--- config.mk ---
export PLATFORM = sky130hd
export DESIGN_NAME = sync_word_frame_deframer_top
export DESIGN_NICKNAME = d
export VERILOG_FILES = /design/src/hdl/swfd_pkg.sv /design/src/hdl/swfd_parser.sv /design/src/hdl/sync_word_frame_deframer_top.sv
export VERILOG_INCLUDE_DIRS = /design/src /design/src/hdl
export SDC_FILE = /design/constraint.sdc
export NUM_CORES = 1
export LEC_CHECK = 0
export BUFFER_PORTS_ARGS = -buffer_cell sky130_fd_sc_hd__buf_2
export CAP_MARGIN = 30
export CELL_PAD_IN_SITES_DETAIL_PLACEMENT = 1
export CELL_PAD_IN_SITES_GLOBAL_PLACEMENT = 1
export CORE_UTILIZATION = 44
export DETAILED_ROUTE_END_ITERATION = 10
export HOLD_SLACK_MARGIN = 0.02
export PLACE_DENSITY_LB_ADDON = 0.2
export SYNTH_ARGS = -nofsm -noshare
export SYNTH_HDL_FRONTEND = slang
export SYNTH_SLANG_ARGS = --single-unit
--- constraint.sdc ---
create_clock -name clk_i -period 4.43 [get_ports clk_i]
set_input_delay 0.443 -clock clk_i [delete_from_list [all_inputs] [get_ports clk_i]]
set_output_delay 0.443 -clock clk_i [all_outputs]
set_load 0.03 [all_outputs]
--- src/hdl/sync_word_frame_deframer_top_defines.svh ---
// Assertion macros used by the deframer top-level RTL.
`ifndef SYNC_WORD_FRAME_DEFRAMER_TOP_DEFINES_SVH
`define SYNC_WORD_FRAME_DEFRAMER_TOP_DEFINES_SVH

// Checks that the consequent holds in the same cycle as the antecedent.
`define SWFD_ASSERT_SAME(lbl, clk, rstn, ante, cons) \
  lbl: assert property (@(posedge clk) disable iff (!(rstn)) (ante) |-> (cons)) \
    else $error("SWFD same-cycle check failed");

// Checks that the consequent holds in the cycle after the antecedent.
`define SWFD_ASSERT_NEXT(lbl, clk, rstn, ante, cons) \
  lbl: assert property (@(posedge clk) disable iff (!(rstn)) (ante) |=> (cons)) \
    else $error("SWFD next-cycle check failed");

`endif

--- src/hdl/swfd_pkg.sv ---
package swfd_pkg;

  localparam int unsigned HEADER_BYTES_DEF = 20;
  localparam int unsigned HDR_OFF_W        = 6;
  localparam int unsigned HDR_STORE_BYTES  = 16;
  localparam int unsigned HDR_STORE_FIRST  = 4;
  localparam int unsigned HDR_STORE_END    = 20;
  localparam int unsigned OUT_DATA_W       = 128;

  localparam logic [1:0] KIND_HDR_OK  = 2'd0;
  localparam logic [1:0] KIND_POINT   = 2'd1;
  localparam logic [1:0] KIND_TIME    = 2'd2;
  localparam logic [1:0] KIND_HDR_BAD = 2'd3;

  localparam logic [1:0] ERR_NONE     = 2'd0;
  localparam logic [1:0] ERR_VERSION  = 2'd1;
  localparam logic [1:0] ERR_POINTS   = 2'd2;
  localparam logic [1:0] ERR_TIMES    = 2'd3;

  localparam logic [1:0] REG_SYNC_WORD   = 2'd0;
  localparam logic [1:0] REG_EXP_VERSION = 2'd1;
  localparam logic [1:0] REG_MAX_POINTS  = 2'd2;
  localparam logic [1:0] REG_MAX_TIMES   = 2'd3;

  typedef struct packed {
    logic [31:0] sync_word;
    logic [7:0]  expected_version;
    logic [7:0]  max_points;
    logic [7:0]  max_time_samples;
  } cfg_t;

  typedef struct packed {
    logic [1:0]  result_kind;
    logic [1:0]  error_code;
    logic [15:0] sequence_res;
    logic [7:0]  frame_flags;
    logic [7:0]  point_total;
    logic [7:0]  time_total;
    logic [31:0] peak_bits;
    logic [31:0] rms_bits;
    logic [7:0]  sample_value;
    logic [7:0]  sample_index;
    logic        frame_last;
  } result_t;

endpackage

--- src/hdl/swfd_parser.sv ---
module swfd_parser #(
  parameter int unsigned HEADER_BYTES = swfd_pkg::HEADER_BYTES_DEF
) (
  input  logic             clk_i,
  input  logic             rst_ni,
  input  logic             step_i,
  input  logic [7:0]       byte_i,
  input  swfd_pkg::cfg_t   cfg_i,
  output logic             res_valid_o,
  output swfd_pkg::result_t res_o
);

  localparam int unsigned OffW = swfd_pkg::HDR_OFF_W;
  localparam logic [OffW:0] HdrLen = (OffW + 1)'(HEADER_BYTES);
  localparam logic [OffW-1:0] StoreFirst = OffW'(swfd_pkg::HDR_STORE_FIRST);
  localparam logic [OffW-1:0] StoreEnd = OffW'(swfd_pkg::HDR_STORE_END);

  localparam logic [1:0] PH_HUNT   = 2'd0;
  localparam logic [1:0] PH_HEADER = 2'd1;
  localparam logic [1:0] PH_POINTS = 2'd2;
  localparam logic [1:0] PH_TIMES  = 2'd3;

  logic [1:0]      phase_q, phase_d;
  logic [31:0]     win_q, win_d;
  logic [2:0]      fill_q, fill_d;
  logic [OffW-1:0] hoff_q, hoff_d;
  logic [7:0]      poff_q, poff_d;
  logic [7:0]      hdr_q [swfd_pkg::HDR_STORE_BYTES];
  logic [7:0]      hdr_d [swfd_pkg::HDR_STORE_BYTES];

  logic [31:0]     win_shift;
  logic [2:0]      fill_inc;
  logic [OffW-1:0] store_off;
  logic [3:0]      store_idx;
  logic [15:0]     pts16, tms16;
  logic [1:0]      err;
  logic [7:0]      total;
  logic            section_end, last;

  assign win_shift = {byte_i, win_q[31:8]};
  assign fill_inc  = (fill_q < 3'd4) ? fill_q + 3'd1 : fill_q;
  assign store_off = hoff_q - StoreFirst;
  assign store_idx = store_off[3:0];

  always_comb begin
    for (int i = 0; i < int'(swfd_pkg::HDR_STORE_BYTES); i++) begin
      hdr_d[i] = hdr_q[i];
    end
    if (phase_q == PH_HEADER && hoff_q >= StoreFirst && hoff_q < StoreEnd) begin
      hdr_d[store_idx] = byte_i;
    end
  end

  assign pts16 = {hdr_d[5], hdr_d[4]};
  assign tms16 = {hdr_d[7], hdr_d[6]};

  always_comb begin
    if (hdr_d[0] != cfg_i.expected_version) begin
      err = swfd_pkg::ERR_VERSION;
    end else if (pts16 == 16'd0 || pts16 > {8'd0, cfg_i.max_points}) begin
      err = swfd_pkg::ERR_POINTS;
    end else if (tms16 > {8'd0, cfg_i.max_time_samples}) begin
      err = swfd_pkg::ERR_TIMES;
    end else begin
      err = swfd_pkg::ERR_NONE;
    end
  end

  assign total       = (phase_q == PH_POINTS) ? hdr_d[4] : hdr_d[6];
  assign section_end = ({1'b0, poff_q} + 9'd1) >= {1'b0, total};
  assign last        = section_end && (phase_q == PH_TIMES || hdr_d[6] == 8'd0);

  always_comb begin
    phase_d = phase_q;
    win_d   = win_q;
    fill_d  = fill_q;
    hoff_d  = hoff_q;
    poff_d  = poff_q;
    res_valid_o = 1'b0;

    res_o.result_kind  = swfd_pkg::KIND_HDR_OK;
    res_o.error_code   = swfd_pkg::ERR_NONE;
    res_o.sequence_res = {hdr_d[3], hdr_d[2]};
    res_o.frame_flags  = hdr_d[1];
    res_o.point_total  = hdr_d[4];
    res_o.time_total   = hdr_d[6];
    res_o.peak_bits    = {hdr_d[11], hdr_d[10], hdr_d[9], hdr_d[8]};
    res_o.rms_bits     = {hdr_d[15], hdr_d[14], hdr_d[13], hdr_d[12]};
    res_o.sample_value = 8'd0;
    res_o.sample_index = 8'd0;
    res_o.frame_last   = 1'b0;

    unique case (phase_q)
      PH_HUNT: begin
        win_d  = win_shift;
        fill_d = fill_inc;
        if (fill_inc >= 3'd4 && win_shift == cfg_i.sync_word) begin
          phase_d = PH_HEADER;
          hoff_d  = StoreFirst;
        end
      end
      PH_HEADER: begin
        if (({1'b0, hoff_q} + (OffW + 1)'(1)) < HdrLen) begin
          hoff_d = hoff_q + OffW'(1);
        end else begin
          res_valid_o = 1'b1;
          if (err != swfd_pkg::ERR_NONE) begin
            res_o.result_kind = swfd_pkg::KIND_HDR_BAD;
            res_o.error_code  = err;
            res_o.frame_last  = 1'b1;
            phase_d = PH_HUNT;
            win_d   = '0;
            fill_d  = '0;
            hoff_d  = '0;
            poff_d  = '0;
          end else begin
            phase_d = PH_POINTS;
            hoff_d  = '0;
            poff_d  = '0;
          end
        end
      end
      PH_POINTS, PH_TIMES: begin
        res_valid_o = 1'b1;
        res_o.result_kind  = (phase_q == PH_POINTS) ? swfd_pkg::KIND_POINT
                                                    : swfd_pkg::KIND_TIME;
        res_o.sample_value = byte_i;
        res_o.sample_index = poff_q;
        res_o.frame_last   = last;
        if (last) begin
          phase_d = PH_HUNT;
          win_d   = '0;
          fill_d  = '0;
          hoff_d  = '0;
          poff_d  = '0;
        end else if (section_end) begin
          phase_d = PH_TIMES;
          poff_d  = '0;
        end else begin
          poff_d  = poff_q + 8'd1;
        end
      end
      default: begin
        phase_d = PH_HUNT;
      end
    endcase
  end

  always_ff @(posedge clk_i or negedge rst_ni) begin
    if (!rst_ni) begin
      phase_q <= PH_HUNT;
      win_q   <= '0;
      fill_q  <= '0;
      hoff_q  <= '0;
      poff_q  <= '0;
    end else if (step_i) begin
      phase_q <= phase_d;
      win_q   <= win_d;
      fill_q  <= fill_d;
      hoff_q  <= hoff_d;
      poff_q  <= poff_d;
    end
  end

  always_ff @(posedge clk_i) begin
    if (step_i) begin
      for (int i = 0; i < int'(swfd_pkg::HDR_STORE_BYTES); i++) begin
        hdr_q[i] <= hdr_d[i];
      end
    end
  end

endmodule

--- src/hdl/sync_word_frame_deframer_top.sv ---
// Byte-stream frame deframer. It takes one byte per clock for as long as results are taken;
// one output register holds the result of the previous byte and the input stalls only while
// that register is full and the sink holds tready low. Hunting compares a four-byte window
// against sync_word, the rest of a HEADER_BYTES-byte header (counting the sync word) follows,
// and after an accepted header every point byte and time byte is sent with the header fields
// repeated, tlast marking the final byte or a rejected header.
// Configuration writes take effect on the next cycle and should be made while idle.
`include "sync_word_frame_deframer_top_defines.svh"

module sync_word_frame_deframer_top #(
  parameter int unsigned HEADER_BYTES = swfd_pkg::HEADER_BYTES_DEF
) (
  input  logic         clk_i,
  input  logic         rst_ni,
  // tdata: data_byte [7:0]
  input  logic [7:0]   s_axis_tdata,
  input  logic         s_axis_tvalid,
  output logic         s_axis_tready,
  // tdata: error_code [1:0], sequence_res [17:2], frame_flags [25:18], point_total [33:26],
  // time_total [41:34], peak_bits [73:42], rms_bits [105:74], sample_value [113:106],
  // sample_index [121:114], zero fill [127:122]
  output logic [swfd_pkg::OUT_DATA_W-1:0] m_axis_tdata,
  // tuser: result_kind [1:0]
  output logic [1:0]   m_axis_tuser,
  output logic         m_axis_tlast,
  output logic         m_axis_tvalid,
  input  logic         m_axis_tready,
  input  logic         cfg_we_i,
  input  logic [1:0]   cfg_addr_i,
  input  logic [31:0]  cfg_wdata_i
);

  swfd_pkg::cfg_t    cfg_q;
  swfd_pkg::result_t res;
  swfd_pkg::result_t out_q;
  logic              res_valid;
  logic              out_valid_q, out_valid_d;
  logic              in_acc;

  assign s_axis_tready = !out_valid_q || m_axis_tready;
  assign in_acc        = s_axis_tvalid && s_axis_tready;

  swfd_parser #(
    .HEADER_BYTES(HEADER_BYTES)
  ) u_parser (
    .clk_i      (clk_i),
    .rst_ni     (rst_ni),
    .step_i     (in_acc),
    .byte_i     (s_axis_tdata),
    .cfg_i      (cfg_q),
    .res_valid_o(res_valid),
    .res_o      (res)
  );

  always_ff @(posedge clk_i or negedge rst_ni) begin
    if (!rst_ni) begin
      cfg_q.sync_word        <= '0;
      cfg_q.expected_version <= 8'd1;
      cfg_q.max_points       <= 8'd255;
      cfg_q.max_time_samples <= 8'd255;
    end else if (cfg_we_i) begin
      unique case (cfg_addr_i)
        swfd_pkg::REG_SYNC_WORD:   cfg_q.sync_word        <= cfg_wdata_i;
        swfd_pkg::REG_EXP_VERSION: cfg_q.expected_version <= cfg_wdata_i[7:0];
        swfd_pkg::REG_MAX_POINTS:  cfg_q.max_points       <= cfg_wdata_i[7:0];
        swfd_pkg::REG_MAX_TIMES:   cfg_q.max_time_samples <= cfg_wdata_i[7:0];
        default: begin
        end
      endcase
    end
  end

  always_comb begin
    out_valid_d = out_valid_q;
    if (in_acc) begin
      out_valid_d = res_valid;
    end else if (m_axis_tready) begin
      out_valid_d = 1'b0;
    end
  end

  always_ff @(posedge clk_i or negedge rst_ni) begin
    if (!rst_ni) begin
      out_valid_q <= 1'b0;
    end else begin
      out_valid_q <= out_valid_d;
    end
  end

  always_ff @(posedge clk_i) begin
    if (in_acc && res_valid) begin
      out_q <= res;
    end
  end

  assign m_axis_tvalid = out_valid_q;
  assign m_axis_tuser  = out_q.result_kind;
  assign m_axis_tlast  = out_q.frame_last;
  assign m_axis_tdata  = {6'd0, out_q.sample_index, out_q.sample_value, out_q.rms_bits,
                          out_q.peak_bits, out_q.time_total, out_q.point_total,
                          out_q.frame_flags, out_q.sequence_res, out_q.error_code};

  `SWFD_ASSERT_SAME(a_hdr_ok_clean, clk_i, rst_ni, m_axis_tvalid && m_axis_tuser == swfd_pkg::KIND_HDR_OK, !m_axis_tlast && out_q.error_code == swfd_pkg::ERR_NONE)
  `SWFD_ASSERT_SAME(a_hdr_bad_marked, clk_i, rst_ni, m_axis_tvalid && m_axis_tuser == swfd_pkg::KIND_HDR_BAD, m_axis_tlast && out_q.error_code != swfd_pkg::ERR_NONE)
  `SWFD_ASSERT_SAME(a_point_in_range, clk_i, rst_ni, m_axis_tvalid && m_axis_tuser == swfd_pkg::KIND_POINT, out_q.sample_index < out_q.point_total)
  `SWFD_ASSERT_NEXT(a_res_captured, clk_i, rst_ni, in_acc && res_valid, m_axis_tvalid)

endmodule

==> summary.md, run 1 <==
| Metric | Value |
|---|---|
| Path type of the worst setup path | reg2reg |
| Dominant synthesized flop cell | edfxtp_1 |
| Clock tree from TritonCTS | built |
| Post-synthesis area per instance | 15.0 um^2 |
| Critical path arrival | 4.53 ns |
| Sequential share of the synthesized area | 66.0% |
| All-layer global routing usage | 20.9% |
| Antenna Diode Count | 0 |
| Remaining number of nets flagged by the antenna check after routing | 0 |
| Fraction of registers with async set/reset | 28.3% |
| Final clock skew | 0.0166 ns |
| Detailed Routing Iterations Pass 1 | 5 |
| Combined area of all synthesized cells | 0.0153 mm^2 |
| Number of levels the H-tree was split into | 2 |
| Register share of total power | 46.9% |
| Period minus WS final | 4.15 ns |
| Max-cap viol count | 0 |
| CTS Buf Count | 40 |
| Post-synth EDFFs | 253 |
| Die ar. | 0.0356 mm^2 |
| Power per cell area | 521 mW/mm^2 |
| Horizontal extent of the die | 189 um |
| Cell total after placement | 1,629 |
| Capturing point of the worst reg2reg path | u_parser.win_q[19] |
| Number of max-slew violations in the final report | 0 |
| Number of core rows | 68 |
| RSZ-0062 raised after global routing | no |
| Clock Root Buffer | clkbuf_16 |
| Leading cell type in the layout, fill and taps excluded | edfxtp_1 |
| Combinational share of power | 18.6% |
| Portion of total power attributed to the clock network | 34.5% |
| Placement-stage worst setup slack | 0.260 ns |
| Total area of multi-input combinational cells | 0.00481 mm^2 |
| Count of endpoints failing setup in the final report | 0 |
| Final standard cell count with taps included and fillers excluded | 1,702 |
| Placeable Area | 0.0345 mm^2 |
| Worst vdd rail ir drop | 0.269 mV |
| Number of DRC markers after the initial detailed-route iteration | 488 |
| Maximum number of buffers from clock root to sink | 3 |
| Vertical die dimension | 189 um |
| Worst setup endpoint | u_parser.win_q[19] |
| # nets final | 1,292 |
| Largest net degree at the start of global routing | 100 |
| Outcome | finished clean |
| HPWL reported at the end of detailed placement | 24.3 mm |
| Global route overflow | 0 |
| Gpl congestion | 0.869 |
| Area growth from synthesis to final layout | 17.6% |
| Psw | 0.00272 W |
| Synthesized netlist cell count | 1,022 |
| Final Cycle Share | 93.8% |
| Actual transition at the worst max-transition pin | 0.941 ns |
| Number of synthesis warnings | 0 |
| Initial antenna violation count | 1 |
| Static leakage | 7.00 nW |
| Setup TNS | 0 ns |
| Class of the tightest hold or removal check | in2async |
| Post-CTS sizing | 0 |
| Worst max-slew margin expressed relative to the limit | 37.3% |
| Critical path capture point type | register |
| Worst-case register-to-register setup slack | 0.28 ns |
| Flip-flop and latch count after synthesis | 353 |
| Detail-routed net length per standard cell | 21.6 um |
| Via density per instance | 5.33 |
| Post-CTS clock slew at the launch and capture registers of the worst setup and hold paths | 0.06 ns |
| Cell type contributing the most total cell area after synthesis | edfxtp_1 |
| Largest cells by area after synthesis | edfxtp_1 (50%), dfrtp_1 (14%), mux2_2 (13%), dfstp_2 (2.9%), mux2i_1 (2.5%) |
| Total wirelength of the detailed-routed design | 36.7 mm |
| # DRC | 0 |
| Top library cells by usage in the layout, fill and taps aside | edfxtp_1 (253), mux2_2 (176), buf_2 (172), dfrtp_1 (83), nand2_1 (73) |
| Share of the synthesized area in the top cell type | 49.5% |
| First-pass GRT wire length | 56.8 mm |
| Fill cells | 3,429 |
| Launch instance of the worst register-to-register path | u_parser.hoff_q[4] |
| Internal cell power | 0.00667 W |
| Maximum net fanout on the critical path | 26 |
| Total via count in the routed design | 9,074 |
| Vias in the first global route | 9,294 |
| Source-to-sink clock delay at the later pin of the worst-skew pair | 0.53 ns |
| Number of hold violations in the final report | 0 |
| Top achievable clock speed | 0.241 GHz |
| Synth unique cells | 64 |
| Worst reg-to-reg path cell count | 12 |
| TritonCTS sink count | 353 |
| Post-cts hold buffer count | 0 |
| Fraction of layout instances using a drive strength above 1 | 36.7% |
| Category of the worst setup path launch point | register |
| Net switching share of the total power | 29.0% |
| Launch point of the worst path | u_parser.hoff_q[4] |
| Crit path required time | 4.81 ns |
| Register area | 0.0101 mm^2 |
| Initial core utilization | 44.5% |
| Setup Fix Bufs, Post-CTS | 0 |
| Count of input and output buffers | 173 |
| Post-layout worst setup margin | 0.276 ns |
| Num ports | 180 |
through the flow:
stage / cell area, um^2 / hold slack (ns) / power [W] / utilization (%)
6_report: 18000 / 0.0689 / 0.00939 / 52.3
2_1_floorplan: 15400 / 0.147 / 0.00564 / -
5_1_grt: 18000 / 0.120 / 0.00980 / 52.3
3_3_place_gp: 16700 / 0.496 / 0.00616 / 48.6
4_1_cts: 18000 / 0.0742 / 0.00950 / 52.3
3_5_place_dp: 16700 / 0.518 / 0.00623 / 48.6
metal layers:
| layer | global-route usage, % | vias to the layer above | part of all wire (%) |
|---|---|---|---|
| met5 | 0 | - | 0 |
| met3 | 2.83 | 50 | 4.0 |
| met2 | 34.0 | 221 | 48 |
| li1 | - | 4162 | - |
| met1 | 29.9 | 4641 | 46 |
| met4 | 4.81 | 0 | 1.7 |
power groups by stage:
stage,Sequential [W],Clock (W),Combinational (W)
2_1_floorplan,0.00470,0,0.000941
3_3_place_gp,0.00445,0,0.00170
3_5_place_dp,0.00447,0,0.00176
4_1_cts,0.00441,0.00333,0.00177
5_1_grt,0.00446,0.00343,0.00190
6_report,0.00440,0.00324,0.00175
cell type report:
type	instances	area share [%]
Timing Repair Buffer	191	5.70
Sequential cell	353	56.1
Tap cell	455	3.16
Clock buffer	45	5.71
Clock inverter	28	1.43
Inverter	56	1.21
Multi-Input combinational cell	574	26.7
worst min-delay path by stage:
stage / end / from
2_1_floorplan: cfg_q[17] / rst_ni
3_3_place_gp: m_axis_tvalid / m_axis_tvalid
3_5_place_dp: cfg_q[54] / cfg_q[54]
4_1_cts: u_parser.hoff_q[1] / rst_ni
5_1_grt: u_parser.hoff_q[1] / rst_ni
6_report: u_parser.poff_q[6] / rst_ni
cells by family (layout without fill, tap and decap cells):
family,count (synthesis),after routing,synth area share (%)
buffers and inverters,100,320,2.85
and+or+nand+nor,194,194,6.78
muxes,214,214,15.4
AOI/OAI and AO/OA,84,84,3.90
adders and majority gates,29,29,2.37
xor gates and xnor gates,47,47,2.68
other,1,6,0.0245
DFF,353,353,66.0
worst max-delay path: stages (launching register included):
cell and delay, ns:
dfrtp_1 0.51, or4b_4 0.62, nor2_4 0.30, mux2_2 0.43, mux2i_1 0.19, ha_1 0.28, and4_1 0.19, a311oi_1 0.43
nand3_1 0.25, nand3_1 0.27, nor3b_4 0.07, buf_4 0.27, mux2i_1 0.18
sequential cells by signal, indices dropped and copies added (netlist names):
name              flops
m_axis_tlast          1
u_parser.phase_q      2
m_axis_tuser          2
u_parser.hdr_q      128
u_parser.hoff_q       6
m_axis_tdata        122
u_parser.fill_q       3
cfg_q                56
u_parser.poff_q       8
u_parser.win_q       24
m_axis_tvalid         1
cell usage after synthesis (7+ instances only):
library cell / n
nor2_1: 18
nor4_1: 14
xnor2_1: 41
a21oi_1: 11
and2_1: 17
edfxtp_1: 253
mux2_2: 176
nand4_1: 9
o21ai_0: 21
dfrtp_1: 83
inv_1: 56
ha_1: 29
nand3_1: 17
nor3_1: 8
clkbuf_1: 31
dfstp_2: 17
and3_1: 7
mux2i_1: 38
nand2_1: 73
Power figures use the tool's default switching activity.
==> run 2: changes to the inputs <==
- PLACE_DENSITY_LB_ADDON: 0.2 -> 0.25
==> run 2 against run 1 <==
Effect of this change: die area did not move; setup slack got worse by 0.029 ns; first-iteration DRC count rose by 7.6%; sequential share of layout area rose by 0.094 points; clock skew fell by 0.0019 ns; largest power group unchanged; hold slack improved by 0.090 ns.
==> summary.md, run 2 (same netlist as run 1, synthesis figures left out) <==
| Metric | Value |
|---|---|
| Worst reg-to-reg path cell count | 12 (unchanged) |
| Total via count in the routed design | 9,043 (was 9,074) |
| Global route overflow | 0 (unchanged) |
| Path type of the worst setup path | reg2reg (unchanged) |
| Final Util | 52.2% (was 52.3%) |
| Slowest cell delay on critical path | 0.63 ns (was 0.62 ns) |
| Critical path capture point type | register (unchanged) |
| Critical path arrival | 4.56 ns (was 4.53 ns) |
| Die ar. | 0.0356 mm^2 (unchanged) |
| Top achievable clock speed | 0.239 GHz (was 0.241 GHz) |
| Actual transition at the worst max-transition pin | 0.863 ns (was 0.941 ns) |
| Clock Root Buffer | clkbuf_16 (unchanged) |
| Category of the worst setup path launch point | register (unchanged) |
| Horizontal extent of the die | 189 um (unchanged) |
| Source-to-sink clock delay at the later pin of the worst-skew pair | 0.52 ns (was 0.53 ns) |
| Class of the tightest hold or removal check | in2reg (was in2async) |
| Number of flip-flops under the largest register name | 128 (unchanged) |
| Hold Path Sink | cfg_q[38] |
| WP depth | 12 (unchanged) |
| Crit path required time | 4.81 ns (about the same) |
| Period minus WS final | 4.18 ns (was 4.15 ns) |
| Vias in the first global route | 9,414 (was 9,294) |
| Gpl congestion | 0.857 (was 0.869) |
| Worst-case register-to-register setup slack | 0.25 ns (was 0.28 ns) |
| Internal cell power | 0.00660 W (was 0.00667 W) |
| Net switching share of the total power | 28.9% (was 29.0%) |
| Final Cycle Share | 94.4% (was 93.8%) |
| Cell family with most CP delay | simple AND/OR/NAND/NOR gates (unchanged) |
| Setup TNS | 0 ns (unchanged) |
| Routed met1 length | 17.1 mm (about the same) |
| Worst vdd rail ir drop | 0.295 mV (was 0.269 mV) |
| Largest net degree at the start of global routing | 106 (was 100) |
| Count of buffer and inverter cells on the critical path | 1 (unchanged) |
| Placement-stage worst setup slack | 0.350 ns (was 0.260 ns) |
| Critical-path cell list | or4b_4, nor2_4, mux2_2, mux2i_1, ha_1, and4_1, a311oi_1, nand3_1, nand3_1, nor3b_4, buf_4, mux2i_1 (unchanged) |
| Count of input and output buffers | 173 (unchanged) |
| Count of endpoints failing setup in the final report | 0 (unchanged) |
| Fraction of layout instances using a drive strength above 1 | 36.5% (was 36.7%) |
| Final standard cell count with taps included and fillers excluded | 1,701 (was 1,702) |
| Register share of total power | 47.5% (was 46.9%) |
| Launch instance of the worst register-to-register path | u_parser.hoff_q[4] (unchanged) |
| Setup Fix Bufs, Post-CTS | 0 (unchanged) |
| # nets final | 1,292 (unchanged) |
| Final clock skew | 0.0147 ns (was 0.0166 ns) |
| Leading cell type in the layout, fill and taps excluded | edfxtp_1 (unchanged) |
| Hold Crit Depth | 2 |
| All-layer global routing usage | 20.7% (was 20.9%) |
| Top library cells by usage in the layout, fill and taps aside | edfxtp_1 (253), mux2_2 (176), buf_2 (172), dfrtp_1 (83), nand2_1 (73) (unchanged) |
| RSZ-0062 raised after global routing | no (unchanged) |
| Combinational share of power | 18.7% (was 18.6%) |
| CTS Buf Count | 39 (was 40) |
| HPWL reported at the end of detailed placement | 24.2 mm (was 24.3 mm) |
| Worst Min Path Start | cfg_wdata_i[14] |
| Number of hold violations in the final report | 0 (unchanged) |
| Detail-routed net length per standard cell | 21.5 um (was 21.6 um) |
| Maximum net fanout on the critical path | 26 (unchanged) |
| # DRC | 0 (unchanged) |
| Cell total after placement | 1,629 (unchanged) |
| Number of DRC markers after the initial detailed-route iteration | 525 (was 488) |
| Worst max-slew margin expressed relative to the limit | 42.2% (was 37.3%) |
| Number of levels the H-tree was split into | 2 (unchanged) |
| Initial core utilization | 44.5% (unchanged) |
| Total wirelength of the detailed-routed design | 36.5 mm (was 36.7 mm) |
| Portion of total power attributed to the clock network | 33.8% (was 34.5%) |
| Final Hold Slack | 0.159 ns (was 0.0689 ns) |
| Antenna Diode Count | 0 (unchanged) |
| Capturing point of the worst reg2reg path | u_parser.win_q[14] (was u_parser.win_q[19]) |
| Slowest cell on the critical path | or4b_4 (unchanged) |
| Register bank with the most flops | u_parser.hdr_q (unchanged) |
| Number of core rows | 68 (unchanged) |
| Remaining number of nets flagged by the antenna check after routing | 0 (unchanged) |
| Clock tree from TritonCTS | built (unchanged) |
| Num ports | 180 (unchanged) |
| Detailed Routing Iterations Pass 1 | 5 (unchanged) |
| Power per cell area | 515 mW/mm^2 (was 521 mW/mm^2) |
| Via density per instance | 5.32 (was 5.33) |
| Psw | 0.00268 W (was 0.00272 W) |
| Static leakage | 6.99 nW (was 7.00 nW) |
| Post-layout worst setup margin | 0.247 ns (was 0.276 ns) |
| Post-CTS clock slew at the launch and capture registers of the worst setup and hold paths | 0.06 ns (about the same) |
| Initial antenna violation count | 0 (was 1) |
| Met3 wire len | 1.28 mm (was 1.47 mm) |
| First-pass GRT wire length | 56.4 mm (was 56.8 mm) |
| Met2 Routed Length | 17.5 mm (about the same) |
| TritonCTS sink count | 353 (unchanged) |
| Highest metal layer used by the detailed router | met4 (unchanged) |
| Area growth from synthesis to final layout | 17.4% (was 17.6%) |
| Number of max-slew violations in the final report | 0 (unchanged) |
| Maximum number of buffers from clock root to sink | 3 (unchanged) |
| Outcome | finished clean (unchanged) |
| Vertical die dimension | 189 um (unchanged) |
| Max-cap viol count | 0 (unchanged) |
| Placeable Area | 0.0345 mm^2 (unchanged) |
-- run 2: changes by cell type in the layout (fill, tap and decap cells not counted), sizes merged --
cell,before,now
bufinv,4,3
dlygate4sd3,0,1
clkinvlp,5,4
inv,55,56
clkinv,20,14
clkbuf,45,50
-- run 2: layout make-up --
type,count,area (um^2)
Multi-Input combinational cell,574,4810
Sequential cell,353,10100
Clock inverter,21,201
Timing Repair Buffer,192,1050
Fill cell,3435,16500
Clock buffer,50,1040
Inverter,56,218
Tap cell,455,569
-- run 2: routing by layer --
layer	track usage [%]	vias to the layer above
met1	29.5	4633
met2	33.6	203
li1	-	4160
met5	0	-
met4	5.02	0
met3	2.79	47
-- run 2: metrics by stage --
stage / power [W] / instance area, um^2
after floorplan: 0.00564 / 15400
after global routing: 0.00970 / 18000
final: 0.00928 / 18000
after CTS: 0.00940 / 18000
after global placement: 0.00615 / 16700
after detailed placement: 0.00622 / 16800
-- run 2: how the worst max path moves through the flow --
stage | from | end | slack [ns]
2_1_floorplan | u_parser.hoff_q[0] | m_axis_tdata[0] | 0.24
3_3_place_gp | u_parser.hoff_q[2] | u_parser.win_q[27] | 0.47
3_5_place_dp | u_parser.hoff_q[4] | u_parser.win_q[14] | 0.35
4_1_cts | u_parser.hoff_q[4] | u_parser.win_q[14] | 0.28
5_1_grt | u_parser.hoff_q[0] | u_parser.win_q[19] | 0.01
6_report | u_parser.hoff_q[4] | u_parser.win_q[14] | 0.25
-- run 2: power groups by stage --
stage	Clock [W]	Sequential, W	Combinational, W
5_1_grt	0.00335	0.00446	0.00190
3_5_place_dp	0	0.00447	0.00175
6_report	0.00313	0.00441	0.00174
3_3_place_gp	0	0.00445	0.00170
2_1_floorplan	0	0.00470	0.000941
4_1_cts	0.00323	0.00441	0.00176
-- run 2: worst register-to-register path: stages, from the launching register on --
cell and delay (ns):
dfrtp_1 0.52, or4b_4 0.64, nor2_4 0.29, mux2_2 0.43, mux2i_1 0.18, ha_1 0.29
and4_1 0.20, a311oi_1 0.45, nand3_1 0.25, nand3_1 0.28, nor3b_4 0.07, buf_4 0.28
mux2i_1 0.18
-- run 2: timing repair --
item | 4_1_cts | 5_1_grt
setup endpoints to repair | 0 | 0
hold endpoints to repair | 6 | 0
resized for setup | 0 | 0
hold buffers | 1 | 0
==> run 3: changes to the inputs <==
- RECOVER_POWER: unset -> 100
==> run 3 against run 2 <==
Effect of this change: non-clock buffer count unchanged; largest power group unchanged; die area did not move; critical endpoint unchanged; clock skew grew 0.0015 ns; wire length rose by 0.14%; combinational power fell by 4%; the flow now finishes with violations (capacitance limit, slew limit).
==> summary.md, run 3 (same netlist as run 1, synthesis figures left out) <==
| Metric | Value |
|---|---|
| Detailed Routing Iterations Pass 1 | 5 (unchanged) |
| Leading cell type in the layout, fill and taps excluded | edfxtp_1 (unchanged) |
| Category of the worst setup path launch point | register (unchanged) |
| Launch instance of the worst register-to-register path | u_parser.hoff_q[4] (unchanged) |
| Clock tree from TritonCTS | built (unchanged) |
| CTS Buf Count | 39 (unchanged) |
| Crit path required time | 4.81 ns (about the same) |
| Final clock skew | 0.0163 ns (was 0.0147 ns) |
| Worst reg-to-reg path cell count | 12 (unchanged) |
| Total wirelength of the detailed-routed design | 36.6 mm (was 36.5 mm) |
| Total via count in the routed design | 9,010 (was 9,043) |
| Psw | 0.00269 W (was 0.00268 W) |
| Count of input and output buffers | 173 (unchanged) |
| Area growth from synthesis to final layout | 15.8% (was 17.4%) |
| Worst vdd rail ir drop | 0.293 mV (was 0.295 mV) |
| Post-CTS clock slew at the launch and capture registers of the worst setup and hold paths | 0.06 ns (about the same) |
| # nets final | 1,292 (unchanged) |
| Outcome | finished, violations left (was finished clean) |
| Number of hold violations in the final report | 0 (unchanged) |
| All-layer global routing usage | 20.7% (unchanged) |
| Static leakage | 6.59 nW (was 6.99 nW) |
| Via density per instance | 5.30 (was 5.32) |
| Register share of total power | 47.9% (was 47.5%) |
| Final Cycle Share | 93.8% (was 94.4%) |
| Vertical die dimension | 189 um (unchanged) |
| Die ar. | 0.0356 mm^2 (unchanged) |
| Remaining number of nets flagged by the antenna check after routing | 0 (unchanged) |
| Critical path arrival | 4.53 ns (was 4.56 ns) |
| Final standard cell count with taps included and fillers excluded | 1,701 (unchanged) |
| HPWL reported at the end of detailed placement | 24.2 mm (unchanged) |
| Worst setup endpoint | u_parser.win_q[14] (unchanged) |
| Count of endpoints failing setup in the final report | 0 (unchanged) |
| Critical path capture point type | register (unchanged) |
| Dpl cell area | 0.0168 mm^2 (unchanged) |
| Max-cap viol count | 5 (was 0) |
| Path type of the worst setup path | reg2reg (unchanged) |
| Cell total after placement | 1,629 (unchanged) |
| First-pass GRT wire length | 56.4 mm (unchanged) |
| Portion of total power attributed to the clock network | 34.0% (was 33.8%) |
| Period minus WS final | 4.16 ns (was 4.18 ns) |
| Internal cell power | 0.00654 W (was 0.00660 W) |
| Class of the tightest hold or removal check | in2reg (unchanged) |
| Source-to-sink clock delay at the later pin of the worst-skew pair | 0.52 ns (about the same) |
| Vias in the first global route | 9,414 (unchanged) |
| Number of max-slew violations in the final report | 296 (was 0) |
| Maximum number of buffers from clock root to sink | 3 (unchanged) |
| Detail-routed net length per standard cell | 21.5 um (about the same) |
| Launch point of the worst path | u_parser.hoff_q[4] (unchanged) |
| Total non-filler cell area in the finished layout | 0.0178 mm^2 (was 0.0180 mm^2) |
| Horizontal extent of the die | 189 um (unchanged) |
| Maximum net fanout on the critical path | 26 (unchanged) |
| Antenna Diode Count | 0 (unchanged) |
| Register bank with the most flops | u_parser.hdr_q (unchanged) |
| Setup TNS | 0 ns (unchanged) |
| Top achievable clock speed | 0.241 GHz (was 0.239 GHz) |
| Num ports | 180 (unchanged) |
| Top library cells by usage in the layout, fill and taps aside | edfxtp_1 (253), clkbuf_1 (145), mux2_2 (103), dfrtp_1 (83) (was edfxtp_1 (253), mux2_2 (176), buf_2 (172), dfrtp_1 (83), nand2_1 (73)) |
| RSZ-0062 raised after global routing | no (unchanged) |
| Failing checks | capacitance limit, slew limit |
| Actual transition at the worst max-transition pin | 1.78 ns (was 0.863 ns) |
| Fraction of layout instances using a drive strength above 1 | 19.6% (was 36.5%) |
| Gpl congestion | 0.857 (unchanged) |
| Number of DRC markers after the initial detailed-route iteration | 518 (was 525) |
| Number of levels the H-tree was split into | 2 (unchanged) |
| Placeable Area | 0.0345 mm^2 (unchanged) |
| Combinational share of power | 18.1% (was 18.7%) |
| Capturing point of the worst reg2reg path | u_parser.win_q[14] (unchanged) |
| # DRC | 0 (unchanged) |
| Power per cell area | 520 mW/mm^2 (was 515 mW/mm^2) |
| Worst-case register-to-register setup slack | 0.27 ns (was 0.25 ns) |
| Number of flip-flops under the largest register name | 128 (unchanged) |
| Clock Root Buffer | clkbuf_16 (unchanged) |
| Largest net degree at the start of global routing | 106 (unchanged) |
| Global route overflow | 0 (unchanged) |
| Number of core rows | 68 (unchanged) |
| TritonCTS sink count | 353 (unchanged) |
| Initial core utilization | 44.5% (unchanged) |
| Initial antenna violation count | 0 (unchanged) |
| Net switching share of the total power | 29.1% (was 28.9%) |
| Worst max-slew margin expressed relative to the limit | -18.5% (was 42.2%) |
## run 3: layer usage
metal | up-vias | routed length, um | track usage, %
met5 | - | 0 | 0
met4 | 0 | 631 | 5.02
met3 | 41 | 1510 | 2.79
met2 | 220 | 17500 | 33.6
met1 | 4589 | 17000 | 29.5
li1 | 4160 | - | -
## run 3: what timing repair did
action	in CTS	in global routing
resized for setup	0	0
hold endpoints to repair	6	0
setup buffers	0	0
hold buffers	1	0
## run 3: critical path: stages (launching register included)
cell	delay, ns
dfrtp_1	0.51
or4b_4	0.63
nor2_4	0.29
mux2_2	0.42
mux2i_1	0.18
ha_1	0.28
and4_1	0.19
a311oi_1	0.45
nand3_1	0.24
nand3_1	0.27
nor3b_4	0.07
buf_4	0.28
mux2i_1	0.17
## run 3: worst min-delay path by stage
stage / startpoint / endpoint / slack, ns / depth (start not counted)
2_1_floorplan: rst_ni / cfg_q[17] / 0.15 / 0
3_3_place_gp: m_axis_tvalid / m_axis_tvalid / 0.50 / 2
3_5_place_dp: rst_ni / cfg_q[23] / 0.29 / 1
4_1_cts: cfg_wdata_i[14] / cfg_q[38] / 0.14 / 2
5_1_grt: cfg_wdata_i[25] / cfg_q[49] / 0.14 / 2
6_report: cfg_wdata_i[24] / cfg_q[48] / 0.16 / 2
## run 3: area by class of cell
| type | instances | area (um^2) |
|---|---|---|
| fill | 3494 | 16700 |
| clock inverter | 21 | 201 |
| inverter | 56 | 213 |
| tap | 455 | 569 |
| timing repair buffer | 192 | 822 |
| sequential | 353 | 10100 |
| multi-input combinational | 574 | 4790 |
| clock buffer | 50 | 1040 |
## run 3: metrics by stage
step	setup slack, ns	hold WS (ns)	utilization (%)	total power [W]
after floorplan	0.242	0.147	-	0.00564
after global placement	0.467	0.497	48.5	0.00615
after detailed placement	0.350	0.289	48.6	0.00622
after CTS	0.277	0.137	52.2	0.00940
after global routing	0.0141	0.142	51.5	0.00964
final	0.274	0.158	51.5	0.00923
## run 3: power by group through the flow
| stage | combinational [W] | sequential (W) | clock [W] |
|---|---|---|---|
| 3_3_place_gp | 0.00170 | 0.00445 | 0 |
| 6_report | 0.00167 | 0.00442 | 0.00314 |
| 5_1_grt | 0.00182 | 0.00447 | 0.00335 |
| 2_1_floorplan | 0.000941 | 0.00470 | 0 |
| 3_5_place_dp | 0.00175 | 0.00447 | 0 |
| 4_1_cts | 0.00176 | 0.00441 | 0.00323 |
